`src/ise_pkg.sv`:
```
// shared constants and types for the insertion sort engine
`timescale 1ns / 1ps

package ise_pkg;

  // number of entries the sorted row can hold
  localparam int unsigned CAPACITY = 16;
  // width of the fill count, which must also hold CAPACITY itself
  localparam int unsigned CNT_W = $clog2(CAPACITY + 1);
  localparam int unsigned VAL_W = 32;

  typedef logic signed [VAL_W-1:0] value_t;
  typedef logic [CNT_W-1:0] count_t;

  // controls broadcast to every cell of the row
  typedef struct packed {
    logic ins;    // insert the incoming word this cycle
    logic shift;  // move every entry one cell toward the head
  } cell_ctrl_t;

endpackage

```
`src/ise_cell.sv`:
```
// one cell of the sorted row: holds one entry and trades with its neighbors
`timescale 1ns / 1ps

module ise_cell (
  input  logic              clk_i,
  input  ise_pkg::cell_ctrl_t ctrl_i,
  input  ise_pkg::value_t   new_value_i,
  input  logic              empty_i,
  input  ise_pkg::value_t   left_value_i,
  input  logic              left_gt_i,
  input  ise_pkg::value_t   right_value_i,
  output ise_pkg::value_t   value_o,
  output logic              gt_o
);
  import ise_pkg::*;

  value_t value_q;
  value_t value_d;

  // strictly greater keeps equal entries ahead of the new word
  assign gt_o = empty_i || (value_q > new_value_i);
  assign value_o = value_q;

  // entry update: open a slot on insert, move toward the head on drain
  always_comb begin
    value_d = value_q;
    if (ctrl_i.shift) begin
      value_d = right_value_i;
    end else if (ctrl_i.ins && gt_o) begin
      value_d = left_gt_i ? left_value_i : new_value_i;
    end
  end

  always_ff @(posedge clk_i) begin
    value_q <= value_d;
  end

endmodule

```
`src/insertion_sort_engine.sv`:
```
// top level of the insertion sort engine: cell row, fill count and drain control
`timescale 1ns / 1ps
// Usage:
// A word (sample_value_i, set_end_i) is taken at a rising edge where start is
// high and busy is low. Each word is placed into a row of CAPACITY cells in
// ascending signed order in the cycle it is taken; equal values keep their
// arrival order. Words that arrive while the row is full are dropped and the
// overflow flag of the set is raised.
// A word with set_end_i high is placed like any other and then starts the
// drain: from the next cycle on, one result per cycle leaves the head of the
// row on sorted_value_o with strobe high, smallest first, one for each entry
// the row holds (1 to CAPACITY). run_end_o marks the largest value and
// overflowed_o is the same on every result of the set.
// Throughput: one word per cycle while filling, since the insert is a single
// compare in each cell plus a hand-off to the right neighbor. Busy is high
// while a set drains. The first result appears in the cycle after the
// set_end word is taken.
// Reset clears the fill count, the overflow flag and the drain state; the
// cell contents are not reset. Results cannot be held off by the receiver:
// each one is present for exactly one cycle.
module insertion_sort_engine (
  input  logic                clk_i,
  input  logic                rst_ni,
  input  logic                start,
  output logic                busy,
  input  ise_pkg::value_t     sample_value_i,
  input  logic                set_end_i,
  output logic                strobe,
  output ise_pkg::value_t     sorted_value_o,
  output logic                run_end_o,
  output logic                overflowed_o
);
  import ise_pkg::*;

  count_t     count_q, count_d;
  logic       dropped_q, dropped_d;
  logic       drain_q, drain_d;
  logic       accept;
  logic       has_room;
  cell_ctrl_t ctrl;

  value_t cell_value [CAPACITY];
  logic   cell_gt    [CAPACITY+1];

  assign accept   = start && !drain_q;
  assign has_room = count_q < count_t'(CAPACITY);

  assign ctrl.ins   = accept && has_room;
  assign ctrl.shift = drain_q;

  assign cell_gt[0] = 1'b0;

  // the row of cells
  for (genvar i = 0; i < CAPACITY; i++) begin : g_cell
    value_t left_v;
    value_t right_v;
    logic   empty;

    if (i == 0) begin : g_head
      assign left_v = sample_value_i;
    end else begin : g_mid
      assign left_v = cell_value[i-1];
    end
    if (i == CAPACITY - 1) begin : g_tail
      assign right_v = cell_value[i];
    end else begin : g_body
      assign right_v = cell_value[i+1];
    end
    assign empty = count_q <= count_t'(i);

    ise_cell u_cell (
      .clk_i        (clk_i),
      .ctrl_i       (ctrl),
      .new_value_i  (sample_value_i),
      .empty_i      (empty),
      .left_value_i (left_v),
      .left_gt_i    (cell_gt[i]),
      .right_value_i(right_v),
      .value_o      (cell_value[i]),
      .gt_o         (cell_gt[i+1])
    );
  end

  // fill count, overflow flag and drain control
  always_comb begin
    count_d   = count_q;
    dropped_d = dropped_q;
    drain_d   = drain_q;
    if (drain_q) begin
      count_d = count_q - count_t'(1);
      if (count_q == count_t'(1)) begin
        drain_d   = 1'b0;
        dropped_d = 1'b0;
      end
    end else if (accept) begin
      if (has_room) begin
        count_d = count_q + count_t'(1);
      end else begin
        dropped_d = 1'b1;
      end
      if (set_end_i) begin
        drain_d = 1'b1;
      end
    end
  end

  always_ff @(posedge clk_i or negedge rst_ni) begin
    if (!rst_ni) begin
      count_q   <= '0;
      dropped_q <= 1'b0;
      drain_q   <= 1'b0;
    end else begin
      count_q   <= count_d;
      dropped_q <= dropped_d;
      drain_q   <= drain_d;
    end
  end

  // result ports come straight from the head cell and control registers
  assign busy           = drain_q;
  assign strobe         = drain_q;
  assign sorted_value_o = cell_value[0];
  assign run_end_o      = drain_q && (count_q == count_t'(1));
  assign overflowed_o   = drain_q && dropped_q;

  // a set end word always produces at least one result next cycle
  a_set_end_drains : assert property (@(posedge clk_i) disable iff (!rst_ni)
    (start && !busy && set_end_i) |=> strobe)
    else $error("set end word did not start the drain");

  // the drain keeps going until the marked last result
  a_drain_continues : assert property (@(posedge clk_i) disable iff (!rst_ni)
    (strobe && !run_end_o) |=> strobe)
    else $error("drain stopped before the last result");

  // the last result frees the block and clears the fill count and overflow flag
  a_last_clears : assert property (@(posedge clk_i) disable iff (!rst_ni)
    run_end_o |=> (!busy && count_q == '0 && !dropped_q))
    else $error("state not cleared after the last result");

  // the fill count never passes the row length
  a_count_bound : assert property (@(posedge clk_i) disable iff (!rst_ni)
    count_q <= count_t'(CAPACITY))
    else $error("fill count beyond capacity");

endmodule
```
`config.mk`:
```
export PLATFORM = sky130hd
export DESIGN_NAME = insertion_sort_engine
export DESIGN_NICKNAME = d
export VERILOG_FILES = /design/src/ise_pkg.sv /design/src/ise_cell.sv /design/src/insertion_sort_engine.sv
export SDC_FILE = /design/constraint.sdc
export NUM_CORES = 2
export LEC_CHECK = 0
export ABC_AREA = 1
export BUFFER_PORTS_ARGS = -buffer_cell sky130_fd_sc_hd__buf_2
export CAP_MARGIN = 0
export CORE_ASPECT_RATIO = 0.6
export CORE_MARGIN = 3
export CORE_UTILIZATION = 35
export DETAILED_ROUTE_END_ITERATION = 10
export PLACE_DENSITY = 0.61
export SLEW_MARGIN = 15
export SYNTH_ARGS = -nofsm -noshare
export SYNTH_HDL_FRONTEND = slang
export SYNTH_HIERARCHICAL = 1
export SYNTH_SLANG_ARGS = --single-unit
```
`constraint.sdc`:
```
create_clock -name clk_i -period 3.3 [get_ports clk_i]
set_clock_uncertainty 0.2 [all_clocks]
set_input_delay 0.495 -clock clk_i [delete_from_list [all_inputs] [get_ports clk_i]]
set_output_delay 0.495 -clock clk_i [all_outputs]
set_load 0.01 [all_outputs]
```
==> impl_metrics.json <==
{
  "drtIter0Drc": 2613,
  "hold_class": "primary input to async pin",
  "synth_seq_area_share_pct": 38.0,
  "cp_slowest_stage_delay_ns": 0.42,
  "ys_top_cells_by_count": "nand2_1, inv_1, ha_1",
  "tritoncts": "built",
  "synth-edff-count": 512,
  "synth_area_per_cell_um2": 8.55,
  "crit_type": "flip-flop to flip-flop",
  "fin_ws_ns": 0.335,
  "cts-root-buf": "clkbuf_16",
  "ctsLongestPathBuffers": 3,
  "place_congestion": 0.833,
  "crit_start": "g_cell[7].u_cell/value_o[5]",
  "period_share_pct": 89.8,
  "drc_errors": 0,
  "cp.depth": 15,
  "final_max_slew_viol_count": 0,
  "r2r_slack_ns": 0.34,
  "synth-seq-cells": 519,
  "post_cts_resized": 0,
  "first_global_vias": 33100,
  "relSlewSlack_pct": 55.7,
  "status": "completed",
  "crit_end": "g_cell[7].u_cell/value_o[20]",
  "die_y_um": 271,
  "h-tree-depth": 2,
  "tightest_slew_ns": 0.664,
  "clkTransAtPathRegs_ns": 0.06,
  "grt_pass1_wl_mm": 178,
  "io_buffers": 71,
  "dp_slack_ns": -0.110,
  "crit_chain": "ha_1, a21oi_1, nor2_1, nor2_1, nand2_1, nand2_1, nand2_1, nand2_1, nand2_1, nand2_1, nand3_2, nand2_2, nand2_1, nand2_1, buf_12",
  "syn2layout_area_growth_pct": 13.7,
  "ant_nets": 0,
  "vias_per_cell": 5.19,
  "end_kind": "flip-flop",
  "finalNetCount": 5433,
  "io-pin-count": 72,
  "synthArstFlopShare_pct": 1.35,
  "power.density_nw_per_um2": 1010,
  "critical_path.slowest_cell": "edfxtp_1",
  "timing.critical_path.mode_cell": "nand2_1",
  "finalSetupTns_ns": 0,
  "grt_max_degree": 63,
  "crit_arrival_ns": 3.08,
  "crit_family": "simple AND/OR/NAND/NOR gates",
  "antenna_found_initial": 2,
  "cp.required_ns": 3.42,
  "ys_warn_count": 6,
  "gr-total-overflow": 0,
  "synthCells": 4790,
  "vias": 33500,
  "clock-sinks": 519,
  "rr_startpoint": "g_cell[7].u_cell/value_o[5]",
  "synth_area_um2": 41000,
  "reg2regPathDepth": 15,
  "dr.pass1.iters": 6,
  "core_area_um2": 115000,
  "synth.largest_area_cell": "edfxtp_1",
  "synth_fp_nets": 5343,
  "cp-start-kind": "flip-flop",
  "clock.fmax_mhz": 337,
  "grt_setup_unrepaired": "false",
  "drv_cap": 0,
  "r2r_end": "g_cell[7].u_cell/value_o[20]",
  "period_minus_slack_ns": 2.96,
  "finalHoldViolCount": 0,
  "wl_per_cell_um": 16.8,
  "setup_viol": 0,
  "synth_top_flop_cell": "edfxtp_1",
  "drive_gt1_share_pct": 9.22,
  "insertion_delay_ns": 0.65,
  "dieArea_um2": 121000,
  "num_rows": 96,
  "vdd_ir_drop_max_mv": 0.445,
  "fill_cells": 11400,
  "start_util_pct": 35.6,
  "grtUsageTotal_pct": 17.7,
  "synth_top_area_share_pct": 37.5,
  "die_width_um": 448,
  "path_buf_inv": 1,
  "dp_hpwl_mm": 85.1,
  "synth_area_leaders": "edfxtp_1, ha_1, nand2_1",
  "routed_wl_mm": 109,
  "yosysMostFrequentCell": "nand2_1",
  "ys_types": 30,
  "leakagePower_nw": 21.0,
  "critPathMaxFanout": 32,
  "cts-buffers-inserted": 57
}
[flip-flops by register name (all words and copies together) (netlist names)]
signal and count:
busy 1, count_q 5, dropped_q 1, g_cell.u_cell/value_o 512
[worst min path at each step]
stage	endpoint	slack (ns)	cells after the start
after floorplan	busy	-0.0006	0
after detailed placement	busy	0.18	1
after global placement	busy	0.18	1
after CTS	busy	0.01	3
after global routing	busy	0.05	2
final	count_q[0]	0.04	2
[final cells by class]
| class | count | area [µm²] | share of cell area, % |
|---|---|---|---|
| multi-input cells | 3357 | 21900 | 47.1 |
| diodes | 1 | 2.50 | 0.00537 |
| repair buffers | 242 | 2730 | 5.87 |
| inverters | 703 | 2640 | 5.67 |
| well taps | 1519 | 1900 | 4.08 |
| clock inverters | 32 | 265 | 0.570 |
| flip-flops and latches | 519 | 15600 | 33.4 |
| clock buffers | 72 | 1530 | 3.28 |
[worst reg2reg max path, stage by stage, from the launching register on]
cell and delay [ns]:
edfxtp_1 0.42, ha_1 0.32, a21oi_1 0.19, nor2_1 0.06, nor2_1 0.32, nand2_1 0.10
nand2_1 0.07, nand2_1 0.10, nand2_1 0.11, nand2_1 0.06, nand2_1 0.08, nand3_2 0.06
nand2_2 0.13, nand2_1 0.06, nand2_1 0.12, buf_12 0.23
[cells in the final DEF, fill, tap and decap left out]
cell and count:
a21o_1 16, a21oi_1 325, a21oi_4 1, a31oi_1 2
buf_12 87, buf_2 71, buf_4 82, bufinv_16 5
clkbuf_1 13, clkbuf_16 59, clkinv_1 19, clkinv_2 7
conb_1 1, dfrtp_1 6, dfrtp_4 1, diode_2 1
dlygate4sd3_1 2, edfxtp_1 512, ha_1 517, inv_1 683
inv_2 20, inv_6 1, nand2_1 1132, nand2_2 36
nand3_1 38, nand3_2 16, nand4_1 36, nand4_2 16
nor2_1 169, nor2_2 33, nor2_4 1, nor3_2 17
o211ai_1 465, o21a_1 496, o21ai_0 37, o21ai_2 1
or2_1 1, xor2_1 1
[what timing repair did]
| item | CTS | global route |
|---|---|---|
| hold buffers | 2 | 0 |
| buffers inserted | 0 | 0 |
| endpoints found under the hold margin | 8 | 0 |
[power breakdown]
part           switching (mW)  internal (mW)
Sequential               3.21           12.5
Clock                    2.84           3.63
Combinational            14.6           10.1
[metrics by stage]
stage,power [mW],hold WS [ns],cells,utilization [%],instance area (µm²)
floorplan,32.1,-0.000591,4790,-,41000
global placement,39.6,0.176,6338,38.8,44700
detailed placement,40.3,0.178,6338,38.8,44700
CTS,47.0,0.0141,6444,40.4,46600
global route,51.3,0.0478,6444,40.4,46600
finish,47.0,0.0413,6445,40.4,46600
[routing by layer]
layer / up-vias / part of all wire (%) / routed length [µm] / global-route usage (%)
met4: 2 / 1.2 / 1360 / 2.78
met5: - / 0.012 / 13 / 0
li1: 16800 / - / - / -
met1: 15900 / 54 / 58100 / 28.3
met2: 665 / 40 / 43300 / 25.5
met3: 97 / 5.2 / 5650 / 2.12
[logic make-up (layout without fill, tap and decap cells)]
logic type	after synthesis	count (layout)	synth area share [%]
AND/OR/NAND/NOR	1495	1495	15.3
AO/OA/AOI/OAI	1343	1343	22.4
buffers and inverters	914	1049	8.47
flip-flops	519	519	38.0
adder cells (fa/ha/maj)	517	517	15.8
other	1	2	0.00915
XOR/XNOR	1	1	0.0214
Note: power is estimated with default switching activity, not from simulation.
